**src/sv/wsh_pkg.sv**
```systemverilog
package wsh_pkg;

  localparam int unsigned HDR_BYTES = 44;
  localparam int unsigned HDR_CNT_W = 6;

  // input item kinds
  localparam logic [1:0] KIND_DATA   = 2'd0;
  localparam logic [1:0] KIND_END    = 2'd1;
  localparam logic [1:0] KIND_CANCEL = 2'd2;

  // result kinds
  localparam logic [1:0] OUT_SAMPLE = 2'd0;
  localparam logic [1:0] OUT_BEGIN  = 2'd1;
  localparam logic [1:0] OUT_STATUS = 2'd2;

  // status codes
  localparam logic [1:0] ST_OK     = 2'd0;
  localparam logic [1:0] ST_HEADER = 2'd1;
  localparam logic [1:0] ST_SIZE   = 2'd2;
  localparam logic [1:0] ST_CANCEL = 2'd3;

  // configuration register indexes
  localparam logic [1:0] CFG_CHANNELS = 2'd0;
  localparam logic [1:0] CFG_RATE     = 2'd1;
  localparam logic [1:0] CFG_BITS     = 2'd2;
  localparam logic [1:0] CFG_MAX_DATA = 2'd3;

  localparam logic [31:0] TAG_RIFF = "RIFF";
  localparam logic [31:0] TAG_WAVE = "WAVE";
  localparam logic [31:0] TAG_FMT  = "fmt ";
  localparam logic [31:0] TAG_DATA = "data";

  localparam logic [7:0]  FMT_CHUNK_LEN = 8'd16;
  localparam logic [7:0]  FMT_PCM       = 8'd1;
  localparam logic [7:0]  BLOCK_ALIGN   = 8'd2;
  localparam logic [32:0] RIFF_OVERHEAD = 33'd36;

  localparam logic [5:0] HDR_LAST_POS = 6'(HDR_BYTES - 1);

  typedef struct packed {
    logic [15:0] channels;
    logic [30:0] sample_rate;
    logic [15:0] bits;
    logic [22:0] max_data;
  } cfg_t;

  // header fields captured on the fly, plus the running constant-byte check
  typedef struct packed {
    logic        const_bad;
    logic [15:0] channels;
    logic [31:0] sample_rate;
    logic [31:0] byte_rate;
    logic [15:0] bits;
    logic [31:0] riff_size;
    logic [23:0] size_lo;
  } hdr_fields_t;

  typedef struct packed {
    logic       chk;
    logic [7:0] val;
  } hdr_exp_t;

  typedef struct packed {
    logic [1:0]  kind;
    logic [15:0] word;
    logic [1:0]  code;
  } result_t;

  // first character of the tag is at the lowest header offset
  function automatic logic [7:0] tag_byte(input logic [31:0] tag, input logic [1:0] idx);
    logic [7:0] b;
    case (idx)
      2'd0:    b = tag[31:24];
      2'd1:    b = tag[23:16];
      2'd2:    b = tag[15:8];
      default: b = tag[7:0];
    endcase
    return b;
  endfunction

  // fixed header bytes; configuration-dependent fields are not checked here
  function automatic hdr_exp_t hdr_expect(input logic [5:0] pos);
    hdr_exp_t e;
    e.chk = 1'b1;
    e.val = 8'd0;
    case (pos) inside
      [6'd0:6'd3]:   e.val = tag_byte(TAG_RIFF, pos[1:0]);
      [6'd8:6'd11]:  e.val = tag_byte(TAG_WAVE, pos[1:0]);
      [6'd12:6'd15]: e.val = tag_byte(TAG_FMT, pos[1:0]);
      6'd16:         e.val = FMT_CHUNK_LEN;
      [6'd17:6'd19]: e.val = 8'd0;
      6'd20:         e.val = FMT_PCM;
      6'd21:         e.val = 8'd0;
      6'd32:         e.val = BLOCK_ALIGN;
      6'd33:         e.val = 8'd0;
      [6'd36:6'd39]: e.val = tag_byte(TAG_DATA, pos[1:0]);
      default:       e.chk = 1'b0;
    endcase
    return e;
  endfunction

endpackage

```
**src/sv/wsh_hdr_check.sv**
```systemverilog
module wsh_hdr_check
  import wsh_pkg::*;
(
  input  hdr_fields_t fields,
  input  logic [7:0]  last_byte,
  input  cfg_t        cfg,
  output logic        hdr_ok,
  output logic [22:0] chunk_bytes
);

  logic [31:0] size;
  logic        fmt_ok;
  logic        size_ok;

  assign size = {last_byte, fields.size_lo};

  assign fmt_ok = !fields.const_bad
               && fields.channels == cfg.channels
               && fields.sample_rate == {1'b0, cfg.sample_rate}
               && fields.byte_rate == {cfg.sample_rate, 1'b0}
               && fields.bits == cfg.bits;

  assign size_ok = size != 32'd0 && !size[0]
                && size <= {9'd0, cfg.max_data}
                && {1'b0, fields.riff_size} == {1'b0, size} + RIFF_OVERHEAD;

  assign hdr_ok      = fmt_ok && size_ok;
  // only meaningful when hdr_ok, which bounds size to max_data
  assign chunk_bytes = size[22:0];

endmodule

```
**src/sv/wsh_out_buf.sv**
```systemverilog
module wsh_out_buf
  import wsh_pkg::*;
(
  input  logic    clk,
  input  logic    rst_n,
  input  logic    push,
  input  result_t push_data,
  output logic    has_room,
  output logic    out_valid,
  output result_t out_data,
  input  logic    out_ready
);

  result_t    mem_r [2];
  logic       wr_ptr_r;
  logic       rd_ptr_r;
  logic [1:0] cnt_r;
  logic       pop;

  assign has_room  = cnt_r != 2'd2;
  assign out_valid = cnt_r != 2'd0;
  assign out_data  = mem_r[rd_ptr_r];
  assign pop       = out_valid && out_ready;

  always_ff @(posedge clk) begin
    if (!rst_n) begin
      wr_ptr_r <= 1'b0;
      rd_ptr_r <= 1'b0;
      cnt_r    <= 2'd0;
    end else begin
      if (push) begin
        wr_ptr_r <= !wr_ptr_r;
      end
      if (pop) begin
        rd_ptr_r <= !rd_ptr_r;
      end
      if (push && !pop) begin
        cnt_r <= cnt_r + 2'd1;
      end else if (pop && !push) begin
        cnt_r <= cnt_r - 2'd1;
      end
    end
  end

  always_ff @(posedge clk) begin
    if (push) begin
      mem_r[wr_ptr_r] <= push_data;
    end
  end

endmodule

```
**src/sv/wav_stream_header_check_pcm_pack.sv**
```systemverilog
// Path: an input transaction passes the input register, then a 2-entry result buffer.
// Throughput: one input transaction per cycle while the result buffer has room;
//   header checks are parallel compares on fields captured byte by byte, so the 44th
//   header byte is judged in its own cycle.
// Reset: synchronous active-low rst_n clears the stream state and loads register
//   defaults (1 channel, 16000 Hz, 16 bits, 4 MiB data limit).
module wav_stream_header_check_pcm_pack
  import wsh_pkg::*;
(
  input  logic        clk,
  input  logic        rst_n,
  // input stream
  input  logic        in_tvalid,
  output logic        in_tready,
  input  logic [7:0]  in_tdata,   // [7:0] data_byte
  input  logic [1:0]  in_tuser,   // [1:0] kind
  // result stream
  output logic        out_tvalid,
  input  logic        out_tready,
  output logic [23:0] out_tdata,  // [15:0] sample_word, [17:16] status_code, zero pad
  output logic [1:0]  out_tuser,  // [1:0] out_kind
  // register writes
  input  logic        cfg_valid,
  output logic        cfg_ready,
  input  logic [1:0]  cfg_index,
  input  logic [30:0] cfg_data
);

  // ---------------------------------------------------------------
  // Configuration registers; writes are always taken.
  // ---------------------------------------------------------------
  cfg_t cfg_r;

  assign cfg_ready = 1'b1;

  always_ff @(posedge clk) begin
    if (!rst_n) begin
      cfg_r.channels    <= 16'd1;
      cfg_r.sample_rate <= 31'd16000;
      cfg_r.bits        <= 16'd16;
      cfg_r.max_data    <= 23'd4194304;
    end else if (cfg_valid) begin
      case (cfg_index)
        CFG_CHANNELS: cfg_r.channels    <= cfg_data[15:0];
        CFG_RATE:     cfg_r.sample_rate <= cfg_data;
        CFG_BITS:     cfg_r.bits        <= cfg_data[15:0];
        CFG_MAX_DATA: cfg_r.max_data    <= cfg_data[22:0];
        default: ;
      endcase
    end
  end

  // ---------------------------------------------------------------
  // Input register. It drains whenever the result buffer has room,
  // so a new transaction can land every cycle.
  // ---------------------------------------------------------------
  logic       in_v_r;
  logic [1:0] in_kind_r;
  logic [7:0] in_byte_r;
  logic       buf_room;
  logic       go;

  assign go        = in_v_r && buf_room;
  assign in_tready = !in_v_r || buf_room;

  always_ff @(posedge clk) begin
    if (!rst_n) begin
      in_v_r <= 1'b0;
    end else if (in_tvalid && in_tready) begin
      in_v_r <= 1'b1;
    end else if (go) begin
      in_v_r <= 1'b0;
    end
  end

  always_ff @(posedge clk) begin
    if (in_tvalid && in_tready) begin
      in_kind_r <= in_tuser;
      in_byte_r <= in_tdata;
    end
  end

  // ---------------------------------------------------------------
  // Stream state
  // ---------------------------------------------------------------
  logic [HDR_CNT_W-1:0] hdr_cnt_r, hdr_cnt_nxt;
  logic                 hdr_done_r, hdr_done_nxt;
  logic                 const_bad_r, const_bad_nxt;
  logic [22:0]          dsize_r, dsize_nxt;
  logic [22:0]          taken_r, taken_nxt;
  logic [7:0]           pend_r, pend_nxt;
  logic                 pend_v_r, pend_v_nxt;
  logic                 err_r, err_nxt;
  logic [1:0]           err_code_r, err_code_nxt;

  // captured header fields (payload, no reset)
  logic [15:0] chan_r, chan_nxt;
  logic [31:0] rate_r, rate_nxt;
  logic [31:0] brate_r, brate_nxt;
  logic [15:0] bits_r, bits_nxt;
  logic [31:0] riff_r, riff_nxt;
  logic [23:0] size_lo_r, size_lo_nxt;

  hdr_exp_t    exp_byte;
  hdr_fields_t fields;
  logic        hdr_ok;
  logic [22:0] hdr_size;
  logic        res_v;
  result_t     res;

  assign exp_byte = hdr_expect(hdr_cnt_r);

  // the constant check uses the registered flag only; the last header
  // position has no fixed byte, so it still sees every earlier mismatch
  assign fields.const_bad   = const_bad_r;
  assign fields.channels    = chan_r;
  assign fields.sample_rate = rate_r;
  assign fields.byte_rate   = brate_r;
  assign fields.bits        = bits_r;
  assign fields.riff_size   = riff_r;
  assign fields.size_lo     = size_lo_r;

  wsh_hdr_check u_hdr_check (
    .fields      (fields),
    .last_byte   (in_byte_r),
    .cfg         (cfg_r),
    .hdr_ok      (hdr_ok),
    .chunk_bytes (hdr_size)
  );

  always_comb begin
    hdr_cnt_nxt   = hdr_cnt_r;
    hdr_done_nxt  = hdr_done_r;
    const_bad_nxt = const_bad_r;
    dsize_nxt     = dsize_r;
    taken_nxt     = taken_r;
    pend_nxt      = pend_r;
    pend_v_nxt    = pend_v_r;
    err_nxt       = err_r;
    err_code_nxt  = err_code_r;
    chan_nxt      = chan_r;
    rate_nxt      = rate_r;
    brate_nxt     = brate_r;
    bits_nxt      = bits_r;
    riff_nxt      = riff_r;
    size_lo_nxt   = size_lo_r;
    res_v         = 1'b0;
    res           = '0;

    if (go) begin
      case (in_kind_r)
        KIND_END: begin
          res_v    = 1'b1;
          res.kind = OUT_STATUS;
          if (err_r) begin
            res.code = err_code_r;
          end else if (!hdr_done_r) begin
            res.code = ST_HEADER;
          end else if (taken_r != dsize_r || pend_v_r) begin
            res.code = ST_SIZE;
          end else begin
            res.code = ST_OK;
          end
          hdr_cnt_nxt   = '0;
          hdr_done_nxt  = 1'b0;
          const_bad_nxt = 1'b0;
          dsize_nxt     = '0;
          taken_nxt     = '0;
          pend_nxt      = '0;
          pend_v_nxt    = 1'b0;
          err_nxt       = 1'b0;
          err_code_nxt  = ST_OK;
        end
        KIND_CANCEL: begin
          if (!err_r) begin
            err_nxt      = 1'b1;
            err_code_nxt = ST_CANCEL;
            res_v        = 1'b1;
            res.kind     = OUT_STATUS;
            res.code     = ST_CANCEL;
          end
        end
        KIND_DATA: begin
          if (!err_r && !hdr_done_r) begin
            hdr_cnt_nxt = hdr_cnt_r + 1'b1;
            if (exp_byte.chk && in_byte_r != exp_byte.val) begin
              const_bad_nxt = 1'b1;
            end
            case (hdr_cnt_r) inside
              [6'd4:6'd7]:   riff_nxt[8*hdr_cnt_r[1:0] +: 8]  = in_byte_r;
              [6'd22:6'd23]: chan_nxt[8*hdr_cnt_r[0] +: 8]    = in_byte_r;
              [6'd24:6'd27]: rate_nxt[8*hdr_cnt_r[1:0] +: 8]  = in_byte_r;
              [6'd28:6'd31]: brate_nxt[8*hdr_cnt_r[1:0] +: 8] = in_byte_r;
              [6'd34:6'd35]: bits_nxt[8*hdr_cnt_r[0] +: 8]    = in_byte_r;
              [6'd40:6'd42]: size_lo_nxt[8*hdr_cnt_r[1:0] +: 8] = in_byte_r;
              default: ;
            endcase
            if (hdr_cnt_r == HDR_LAST_POS) begin
              res_v    = 1'b1;
              if (hdr_ok) begin
                hdr_done_nxt = 1'b1;
                dsize_nxt    = hdr_size;
                res.kind     = OUT_BEGIN;
              end else begin
                err_nxt      = 1'b1;
                err_code_nxt = ST_HEADER;
                res.kind     = OUT_STATUS;
                res.code     = ST_HEADER;
              end
            end
          end else if (!err_r) begin
            if (taken_r >= dsize_r) begin
              // byte beyond the declared data size
              err_nxt      = 1'b1;
              err_code_nxt = ST_SIZE;
              res_v        = 1'b1;
              res.kind     = OUT_STATUS;
              res.code     = ST_SIZE;
            end else begin
              taken_nxt = taken_r + 23'd1;
              if (pend_v_r) begin
                pend_v_nxt = 1'b0;
                res_v      = 1'b1;
                res.kind   = OUT_SAMPLE;
                res.word   = {in_byte_r, pend_r};
              end else begin
                pend_nxt   = in_byte_r;
                pend_v_nxt = 1'b1;
              end
            end
          end
        end
        default: ;  // unused kind, dropped
      endcase
    end
  end

  always_ff @(posedge clk) begin
    if (!rst_n) begin
      hdr_cnt_r   <= '0;
      hdr_done_r  <= 1'b0;
      const_bad_r <= 1'b0;
      dsize_r     <= '0;
      taken_r     <= '0;
      pend_r      <= '0;
      pend_v_r    <= 1'b0;
      err_r       <= 1'b0;
      err_code_r  <= ST_OK;
    end else begin
      hdr_cnt_r   <= hdr_cnt_nxt;
      hdr_done_r  <= hdr_done_nxt;
      const_bad_r <= const_bad_nxt;
      dsize_r     <= dsize_nxt;
      taken_r     <= taken_nxt;
      pend_r      <= pend_nxt;
      pend_v_r    <= pend_v_nxt;
      err_r       <= err_nxt;
      err_code_r  <= err_code_nxt;
    end
  end

  always_ff @(posedge clk) begin
    chan_r    <= chan_nxt;
    rate_r    <= rate_nxt;
    brate_r   <= brate_nxt;
    bits_r    <= bits_nxt;
    riff_r    <= riff_nxt;
    size_lo_r <= size_lo_nxt;
  end

  // ---------------------------------------------------------------
  // Result buffer: two entries so a waiting result does not stall input.
  // ---------------------------------------------------------------
  result_t out_res;

  wsh_out_buf u_out_buf (
    .clk       (clk),
    .rst_n     (rst_n),
    .push      (res_v),
    .push_data (res),
    .has_room  (buf_room),
    .out_valid (out_tvalid),
    .out_data  (out_res),
    .out_ready (out_tready)
  );

  assign out_tdata = {6'd0, out_res.code, out_res.word};
  assign out_tuser = out_res.kind;

endmodule

```
**config.mk**
```make
export PLATFORM = sky130hd
export DESIGN_NAME = wav_stream_header_check_pcm_pack
export DESIGN_NICKNAME = d
export VERILOG_FILES = /design/src/sv/wsh_pkg.sv /design/src/sv/wsh_hdr_check.sv /design/src/sv/wsh_out_buf.sv /design/src/sv/wav_stream_header_check_pcm_pack.sv
export SDC_FILE = /design/constraint.sdc
export NUM_CORES = 1
export LEC_CHECK = 0
export BUFFER_PORTS_ARGS = -buffer_cell sky130_fd_sc_hd__clkbuf_2
export CAP_MARGIN = 20
export CORE_ASPECT_RATIO = 0.8
export CORE_MARGIN = 2
export CORE_UTILIZATION = 45
export CTS_CLUSTER_SIZE = 40
export DETAILED_ROUTE_END_ITERATION = 16
export GPL_TIMING_DRIVEN = 0
export REMOVE_ABC_BUFFERS = 1
export SETUP_SLACK_MARGIN = 0.3
export SYNTH_ARGS = -nofsm -noshare
export SYNTH_HDL_FRONTEND = slang
export SYNTH_SLANG_ARGS = --single-unit
```
**constraint.sdc**
```tcl
create_clock -name clk -period 8.6 [get_ports clk]
set_clock_uncertainty 0.05 [all_clocks]
set_input_delay 0.86 -clock clk [delete_from_list [all_inputs] [get_ports clk]]
set_output_delay 0.86 -clock clk [all_outputs]
set_load 0.02 [all_outputs]
```
==> impl_metrics.env, run 1 <==
export IMPL_outcome="complete, no violations"
export IMPL_synth_commonest_cells="303 x nand2_1, 202 x edfxtp_1, 158 x dfxtp_1"
export IMPL_leakagePower_nw=6.94
export IMPL_postCtsHoldBufs=0
export IMPL_antenna_found_initial=0
export IMPL_sequentialPowerShare=0.487
export IMPL_cp_num_buf_inv=0
export IMPL_rsz0062_at_grt="no"
export IMPL_required_ns=8.77
export IMPL_wl_mm=48.5
export IMPL_power_density_nw_per_um2=204
export IMPL_async_flop_share=0
export IMPL_ios=77
export IMPL_worstPathCellList="nor4_1 > nand4_1 > a2111oi_0 > nand4_1 > nor4b_1 > o2111ai_1 > or4_4 > or2_1 > nor3_1"
export IMPL_grt_pass1_vias=12000
export IMPL_synthAdderAreaFrac=0.0420
export IMPL_num_vias=12800
export IMPL_ys_flop_type="edfxtp_1"
export IMPL_clk_pin_slew_ns=0.06
export IMPL_grt_usage=0.245
export IMPL_min_period_ns=5.17
export IMPL_synth_most_common_cell="nand2_1"
export IMPL_tightest_slew_ns=1.06
export IMPL_maxSlewViolCount=0
export IMPL_drtAntennaViolNets=0
export IMPL_vdd_drop_max_mv=0.165
export IMPL_maxCapViolCount=0
export IMPL_start_kind="flip-flop"
export IMPL_drt_pass1_iter_count=5
export IMPL_synthToLayoutAreaGrowth_pct=11.8
export IMPL_setup_viol=0
export IMPL_max_stage_delay_ns=0.78
export IMPL_cp_top_family="simple AND/OR/NAND/NOR gates"
export IMPL_hold_viol=0
export IMPL_port_buffers=69
export IMPL_die_area_um2=40000
export IMPL_syn_area_um2=17300
export IMPL_final_cells=2243
export IMPL_place_gp_congestion=0.907
export IMPL_syn_avg_cell_area_um2=10.3
export IMPL_placed_cells=2169
export IMPL_critPathCaptureType="flip-flop"
export IMPL_std_cell_rows=64
export IMPL_hp_class="flip-flop to flip-flop"
export IMPL_switching_share=0.245
export IMPL_h_tree_depth=2
export IMPL_final_setup_tns_ns=0
export IMPL_initial_core_util=0.454
export IMPL_synth_top_family_by_area="simple AND/OR/NAND/NOR gates"
export IMPL_hpwlAfterDp_mm=35.9
export IMPL_cts_setup_buffers=0
export IMPL_fp_dieH_um=179
export IMPL_maxSlewHeadroom=0.294
export IMPL_cts_tree="done"
export IMPL_cpMostUsedCell="nand4_1"
export IMPL_fmaxAchievable_ghz=0.193
export IMPL_synthMuxAreaShare=0.0314
export IMPL_overflow=0
export IMPL_synth_top_area_cell="edfxtp_1"
export IMPL_first_iter_violations=1262
export IMPL_cts_made_buffers=39
export IMPL_synth_cells=1680
export IMPL_finalNetCount=1822
export IMPL_cpMaxStageDelayCell="edfxtp_1"
export IMPL_drc=0
export IMPL_synth_edf_count=202
export IMPL_avgRoutedWirePerCell_um=21.6
export IMPL_ys_seq_area_frac=0.534
export IMPL_synth_xor_area_frac=0.0735
export IMPL_p_int_mw=2.97
export IMPL_cts_root_buf="clkbuf_16"
export IMPL_yosys_area_share_simple=0.185
export IMPL_pwr_share_comb=0.084
export IMPL_clockBufferDepth=3
export IMPL_synth_compound_area_frac=0.0918
export IMPL_via_per_inst=5.71
export IMPL_worst_setup_path_type="flip-flop to flip-flop"
export IMPL_ys_warn_count=0
export IMPL_clock_latency_ns=0.55
export IMPL_grt_max_degree=97
export IMPL_cp_max_fo=11
export IMPL_core_area_um2=38000
export IMPL_die_w_um=223
export IMPL_synth_area_leaders="edfxtp_1 35%, dfxtp_1 18%, nand2_1 6.6%"
export IMPL_cts_resized=0
export IMPL_utilization=0.508
export IMPL_power_switching_uw=966
export IMPL_postSynthRegisterBits=360
export IMPL_clock_sinks=360
export IMPL_yosysTopAreaCellShare=0.351
export IMPL_drive_above_1_share=0.102
export IMPL_timing_final_crit_share=0.601
export IMPL_clockPowerShare=0.429
export IMPL_yosys_cell_types_count=73
export IMPL_grt_pass1_wl_mm=73.1
export IMPL_cp_arrival_ns=5.34
[routing by layer]
metal / up-vias / routed length (um) / global-route usage
li1: 5949 / - / -
met1: 6327 / 23800 / 0.374
met2: 461 / 19800 / 0.353
met3: 67 / 4190 / 0.0544
met4: 0 / 729 / 0.0512
met5: - / 0 / 0
[placed cells by master, fill, tap and decap left out, drive strengths merged, types with 10 or more instances in the layout]
| master | netlist | routed |
|---|---|---|
| nand2 | 303 | 303 |
| edfxtp | 202 | 202 |
| dfxtp | 158 | 158 |
| clkbuf | 70 | 124 |
| xnor2 | 97 | 97 |
| inv | 82 | 83 |
| a21boi | 81 | 81 |
| nor2 | 74 | 74 |
| ha | 58 | 58 |
| nand4 | 50 | 50 |
| xor2 | 48 | 48 |
| and2 | 44 | 44 |
| a21oi | 42 | 42 |
| nand3 | 41 | 41 |
| o21ai | 39 | 39 |
| mux2i | 28 | 28 |
| nor4 | 25 | 25 |
| mux2 | 21 | 21 |
| or3 | 20 | 20 |
| nor2b | 18 | 18 |
| and3 | 16 | 16 |
| nor3 | 15 | 15 |
| o22ai | 12 | 12 |
| buf | 20 | 11 |
| clkinv | 1 | 11 |
| o211ai | 10 | 10 |
| and4 | 10 | 10 |
[registers in the layout, summed over array words and instances, names as in the netlist, 6 cells and up, named ones only]
name and count:
cfg_r 86, taken_r 23, pend_r 8, hdr_cnt_r 6, size_lo_r 24, rate_r 32
brate_r 32, in_byte_r 8, chan_r 16, u_out_buf.mem_r 40, riff_r 32, dsize_r 23
bits_r 16
[path summary, 6_finish.rpt]
| path | from | to | slack, ns | depth (start not counted) |
|---|---|---|---|---|
| max | in_byte_r[6]$_DFFE_PP_ | u_out_buf.mem_r[0][18]$_DFFE_PP_ | 3.43 | 9 |
| min | err_code_r[1]$_SDFFE_PN0P_ | err_code_r[1]$_SDFFE_PN0P_ | 0.41 | 2 |
| min reg2reg | err_code_r[1]$_SDFFE_PN0P_ | err_code_r[1]$_SDFFE_PN0P_ | 0.41 | 2 |
| max reg2reg | in_byte_r[6]$_DFFE_PP_ | u_out_buf.mem_r[0][18]$_DFFE_PP_ | 3.43 | 9 |
[layout make-up]
type / count / area, um2
fillers: 3466 / 18700
flip-flops and latches: 360 / 9230
multi-input cells: 1152 / 7390
clock buffers: 55 / 1070
well taps: 495 / 619
repair buffers: 80 / 482
inverters: 83 / 312
clock inverters: 17 / 206
diodes: 1 / 2.50
[per-stage QoR]
| step | worst slack [ns] | hold WS, ns | cell area, um2 | power [mW] |
|---|---|---|---|---|
| CTS | 3.51 | 0.409 | 19300 | 3.96 |
| detailed placement | 3.53 | 0.400 | 18000 | 2.28 |
| global route | 3.32 | 0.426 | 19300 | 4.06 |
| floorplan | 4.37 | 0.376 | 16900 | 2.13 |
| global placement | 3.09 | 0.395 | 17900 | 2.27 |
| finish | 3.43 | 0.412 | 19300 | 3.94 |
[kinds of logic (layout without fill, tap and decap cells)]
| logic type | after synthesis | after routing |
|---|---|---|
| buffers and inverters | 173 | 235 |
| flip-flops | 360 | 360 |
| other | 2 | 8 |
| XOR/XNOR | 145 | 145 |
| AO/OA/AOI/OAI | 236 | 236 |
| multiplexers | 50 | 50 |
| AND/OR/NAND/NOR | 656 | 656 |
| adder cells (fa/ha/maj) | 58 | 58 |
[worst reg2reg max path, stage by stage (launching register included)]
cell	delay, ns
edfxtp_1	0.78
nor4_1	0.69
nand4_1	0.26
a2111oi_0	0.55
nand4_1	0.23
nor4b_1	0.58
o2111ai_1	0.24
or4_4	0.59
or2_1	0.24
nor3_1	0.65
[power groups by stage]
stage,combinational [mW],sequential [mW],clock [mW]
5_1_grt,0.359,1.93,1.78
3_5_place_dp,0.324,1.96,0
2_1_floorplan,0.206,1.93,0
4_1_cts,0.326,1.92,1.71
3_3_place_gp,0.314,1.95,0
6_report,0.330,1.92,1.69
Power figures use the tool's default switching activity.
==> run 2, diff against run 1 <==
==> constraint.sdc (replaced) <==
create_clock -name clk -period 4.35 [get_ports clk]
set_clock_uncertainty 0.05 [all_clocks]
set_input_delay 0.435 -clock clk [delete_from_list [all_inputs] [get_ports clk]]
set_output_delay 0.435 -clock clk [all_outputs]
set_load 0.02 [all_outputs]
==> impl_metrics.env, run 2 (synthesis gave the netlist of run 1 again) <==
export IMPL_clock_sinks=360
export IMPL_finalNetCount=1857
export IMPL_clk_pin_slew_ns=0.06
export IMPL_power_density_nw_per_um2=395
export IMPL_h_tree_depth=2
export IMPL_cp_arrival_ns=4.22
export IMPL_regToRegStartpoint="size_lo_r[14]$_DFFE_PP_"
export IMPL_fin_hold_ws_ns=0.0247
export IMPL_wl_mm=50.2
export IMPL_tightest_slew_ns=1.30
export IMPL_timing_final_crit_share=0.920
export IMPL_antenna_found_initial=1
export IMPL_final_setup_tns_ns=0
export IMPL_clock_latency_ns=0.56
export IMPL_cpMaxStageDelayCell="or4_4"
export IMPL_cts_root_buf="clkbuf_16"
export IMPL_postCtsHoldBufs=0
export IMPL_fillers=3439
export IMPL_grt_usage=0.249
export IMPL_std_cell_rows=64
export IMPL_grt_pass1_vias=12100
export IMPL_min_period_ns=4.00
export IMPL_outcome="complete, no violations"
export IMPL_top_register="cfg_r"
export IMPL_drive_above_1_share=0.132
export IMPL_cts_made_buffers=39
export IMPL_rsz0062_at_grt="no"
export IMPL_setup_viol=0
export IMPL_leakagePower_nw=7.14
export IMPL_max_stage_delay_ns=0.63
export IMPL_num_vias=13000
export IMPL_core_area_um2=38000
export IMPL_worstPathCellList="ha_1 > and2_1 > a221o_1 > a2111oi_4 > nand2_1 > o21ai_1 > nand4_1 > or4_4 > or2_4 > nor3_2"
export IMPL_hpwlAfterDp_mm=35.9
export IMPL_reg_top3="cfg_r (86), u_out_buf.mem_r (40)"
export IMPL_via_per_inst=5.71
export IMPL_die_w_um=223
export IMPL_port_buffers=69
export IMPL_drtAntennaViolNets=0
export IMPL_maxSlewHeadroom=0.127
export IMPL_fmaxAchievable_ghz=0.250
export IMPL_grt_pass1_wl_mm=74.2
export IMPL_drt_pass1_iter_count=5
export IMPL_grt_max_degree=97
export IMPL_hp_start="in_tdata[2]"
export IMPL_fp_dieH_um=179
export IMPL_critPathCaptureType="flip-flop"
export IMPL_synthToLayoutAreaGrowth_pct=14.6
export IMPL_initial_core_util=0.454
export IMPL_cp_top_family="simple AND/OR/NAND/NOR gates"
export IMPL_die_area_um2=40000
export IMPL_ios=77
export IMPL_hold_viol=0
export IMPL_worst_setup_path_type="flip-flop to flip-flop"
export IMPL_maxSlewViolCount=0
export IMPL_hp_class="input port to flip-flop"
export IMPL_overflow=0
export IMPL_clockBufferDepth=3
export IMPL_maxCapViolCount=0
export IMPL_setup_worst_path_start="size_lo_r[14]$_DFFE_PP_"
export IMPL_largest_reg_flops=86
export IMPL_start_kind="flip-flop"
export IMPL_place_gp_congestion=0.907
export IMPL_vdd_drop_max_mv=0.325
export IMPL_cp_num_buf_inv=0
export IMPL_first_iter_violations=1436
export IMPL_avgRoutedWirePerCell_um=22.0
export IMPL_cp_max_fo=8
export IMPL_drc=0
export IMPL_final_cell_mix="303 x nand2_1, 202 x edfxtp_1, 158 x dfxtp_1"
export IMPL_cts_tree="done"
export IMPL_required_ns=4.57
export IMPL_final_common_cell="nand2_1"
-- run 2: final cells by class --
type / instances / area [um2] / area share
Antenna cell: 2 / 5.00 / 0.000253
Clock buffer: 55 / 1070 / 0.0539
Clock inverter: 17 / 206 / 0.0104
Inverter: 83 / 312 / 0.0157
Multi-Input combinational cell: 1156 / 7640 / 0.386
Sequential cell: 360 / 9230 / 0.466
Tap cell: 495 / 619 / 0.0313
Timing Repair Buffer: 111 / 719 / 0.0363
-- run 2: timing repair --
action	CTS	global route
gates resized for setup	18	24
setup endpoints to repair	70	123
buffers inserted	14	15
pin swaps	0	13
cloned	1	4
-- run 2: layer usage --
layer  track usage  part of all wire  up-vias
met5             0                 0        -
met4        0.0554             0.017        0
met3        0.0559             0.096       77
met2         0.358              0.41      472
met1         0.379              0.48     6440
li1              -                 -     6019
-- run 2: worst register-to-register path: cells and delay by family (launching register included) --
kind	cells	cell delay (ns)
adders and majority gates	1	0.33
AOI/OAI and AO/OA	3	1.00
DFF	1	0.54
and+or+nand+nor	6	1.81
-- run 2: final timing paths --
kind,to,slack [ns],cells after the start
hold reg to reg,err_code_r[1]$_SDFFE_PN0P_,0.41,2
setup / recovery,u_out_buf.mem_r[0][18]$_DFFE_PP_,0.35,10
hold / removal,in_byte_r[2]$_DFFE_PP_,0.02,1
setup reg to reg,u_out_buf.mem_r[0][18]$_DFFE_PP_,0.35,10
-- run 2: power by group --
part / switching [mW] / total (mW) / internal [mW]
registers: 0.0975 / 3.77 / 3.67
logic: 0.454 / 0.718 / 0.264
clock network: 1.38 / 3.35 / 1.96
total: 1.94 / 7.83 / 5.89
-- run 2: through the flow --
step | instance area (um2) | total power [mW] | utilization | instances | setup WS (ns)
final | 19800 | 7.83 | 0.521 | 2279 | 0.347
after global routing | 19800 | 8.07 | 0.520 | 2277 | 0.296
after CTS | 19500 | 7.85 | 0.512 | 2256 | 0.206
after detailed placement | 18000 | 4.51 | 0.473 | 2169 | -0.720
after global placement | 17900 | 4.48 | 0.470 | 2159 | -1.16
after floorplan | 16900 | 4.21 | - | 1595 | 0.121
==> run 3, diff against run 2 <==
--- a/config.mk
+++ b/config.mk
@@ -9,7 +9,7 @@
 export CAP_MARGIN = 20
 export CORE_ASPECT_RATIO = 0.8
 export CORE_MARGIN = 2
-export CORE_UTILIZATION = 45
+export CORE_UTILIZATION = 40
 export CTS_CLUSTER_SIZE = 40
 export DETAILED_ROUTE_END_ITERATION = 16
 export GPL_TIMING_DRIVEN = 0
==> impl_metrics.env, run 3 (synthesis gave the netlist of run 1 again) <==
export IMPL_num_vias=12900
export IMPL_grt_usage=0.218
export IMPL_clockBufferDepth=3
export IMPL_placed_cell_area_um2=18100
export IMPL_timing_final_crit_share=0.909
export IMPL_via_per_inst=5.51
export IMPL_fmaxAchievable_ghz=0.253
export IMPL_rsz0062_at_grt="no"
export IMPL_die_area_um2=44900
export IMPL_min_period_ns=3.96
export IMPL_worstPathCellList="xnor2_1 > nand4_1 > a2111oi_4 > nand4_1 > nor4b_4 > o2111ai_1 > or4_4 > or2_4 > nand2b_2 > mux2i_1"
export IMPL_overflow=0
export IMPL_fillers=4053
export IMPL_grt_pass1_vias=12400
export IMPL_hpwlAfterDp_mm=35.5
export IMPL_cts_root_buf="clkbuf_16"
export IMPL_hp_class="input port to flip-flop"
export IMPL_required_ns=4.71
export IMPL_fp_dieH_um=190
export IMPL_drive_above_1_share=0.131
export IMPL_ios=77
export IMPL_final_cell_mix="303 x nand2_1, 202 x edfxtp_1, 157 x dfxtp_1"
export IMPL_power_density_nw_per_um2=386
export IMPL_core_area_um2=42900
export IMPL_maxCapViolCount=0
export IMPL_multi_input_area_um2=7590
export IMPL_max_stage_delay_ns=0.58
export IMPL_finalNetCount=1865
export IMPL_hold_viol=0
export IMPL_placed_cells=2235
export IMPL_worst_setup_path_type="flip-flop to flip-flop"
export IMPL_top_register="cfg_r"
export IMPL_postCtsHoldBufs=0
export IMPL_clock_sinks=360
export IMPL_cts_tree="done"
export IMPL_maxSlewHeadroom=0.122
export IMPL_setup_viol=0
export IMPL_port_buffers=69
export IMPL_initial_core_util=0.403
export IMPL_largest_reg_flops=86
export IMPL_cts_made_buffers=39
export IMPL_avgRoutedWirePerCell_um=21.2
export IMPL_cp_max_fo=6
export IMPL_cp_arrival_ns=4.31
export IMPL_clock_latency_ns=0.54
export IMPL_final_setup_tns_ns=0
export IMPL_final_common_cell="nand2_1"
export IMPL_cpMostUsedCell="nand4_1"
export IMPL_tightest_slew_ns=1.31
export IMPL_start_kind="flip-flop"
export IMPL_fin_area_um2=19900
export IMPL_clk_pin_slew_ns=0.06
export IMPL_outcome="complete, no violations"
export IMPL_utilization=0.463
export IMPL_grt_max_degree=95
export IMPL_seq_area_um2=9230
export IMPL_first_iter_violations=1561
export IMPL_drt_pass1_iter_count=6
export IMPL_grt_pass1_wl_mm=74.1
export IMPL_reg_top3="cfg_r (86), u_out_buf.mem_r (40)"
export IMPL_drc=0
export IMPL_critPathCaptureType="flip-flop"
export IMPL_finalPower_mw=7.67
export IMPL_drtAntennaViolNets=0
export IMPL_cpMaxStageDelayCell="or4_4"
export IMPL_ff2ff_setup_slack_ns=0.39
export IMPL_die_w_um=236
export IMPL_maxSlewViolCount=0
export IMPL_wl_mm=49.7
export IMPL_std_cell_rows=68
export IMPL_final_cells=2349
export IMPL_vdd_drop_max_mv=0.267
export IMPL_synthToLayoutAreaGrowth_pct=15.0
export IMPL_antenna_found_initial=1
export IMPL_leakagePower_nw=7.17
export IMPL_place_gp_congestion=0.916
export IMPL_h_tree_depth=2
run 3: cell types whose count changed in the layout (fill, tap and decap cells not counted), moves of 2 or more:
cell,previous run,this run
clkinv_1,4,6
buf_16,2,4
bufinv_16,4,2
buf_4,34,44
clkbuf_8,1,4
clkinv_4,2,0
nand3_2,3,0
run 3: report_power, final:
| group | internal (mW) | switching (mW) | total [mW] |
|---|---|---|---|
| Combinational | 0.282 | 0.473 | 0.756 |
| Sequential | 3.67 | 0.0730 | 3.74 |
| Clock | 1.85 | 1.33 | 3.18 |
run 3: final timing paths:
| kind | cells after the start | startpoint | endpoint |
|---|---|---|---|
| max | 10 | cfg_r[56]$_SDFFE_PN0P_ | dsize_r[1]$_SDFFE_PN0P_ |
| min | 1 | in_tdata[4] | in_byte_r[4]$_DFFE_PP_ |
| max reg2reg | 10 | cfg_r[56]$_SDFFE_PN0P_ | dsize_r[1]$_SDFFE_PN0P_ |
| min reg2reg | 2 | err_code_r[1]$_SDFFE_PN0P_ | err_code_r[1]$_SDFFE_PN0P_ |
run 3: metal layers:
layer | track usage | up-vias | wire length (um)
met5 | 0 | - | 0
met3 | 0.0535 | 78 | 5200
met2 | 0.317 | 557 | 20800
met4 | 0.0589 | 0 | 1150
met1 | 0.321 | 6277 | 22500
li1 | - | 6036 | -
run 3: stage by stage:
stage          worst slack [ns]  hold slack (ns)
2_1_floorplan             0.121            0.376
3_3_place_gp              -1.24            0.395
3_5_place_dp             -0.568            0.404
4_1_cts                   0.222          0.00836
5_1_grt                   0.272           0.0145
6_report                  0.395           0.0321
run 3: repair_timing:
item / in CTS / in global routing
endpoints found under the setup margin: 48 / 82
gates resized for setup: 13 / 21
cloned: 0 / 2
pin swaps: 0 / 4
buffers inserted: 12 / 25
run 3: area by class of cell:
cell class                      count  share of cell area
Clock buffer                       58              0.0547
Inverter                           83              0.0157
Multi-Input combinational cell   1154               0.382
Tap cell                          560              0.0353
Clock inverter                     12             0.00542
Sequential cell                   360               0.465
Antenna cell                        1            0.000126
Timing Repair Buffer              121              0.0421
run 3: worst max-delay path: cells and delay by family (launching register included):
family	cells	cell delay, ns
and+or+nand+nor	6	2.13
DFF	1	0.36
AOI/OAI and AO/OA	2	0.62
xor gates and xnor gates	1	0.48
muxes	1	0.20
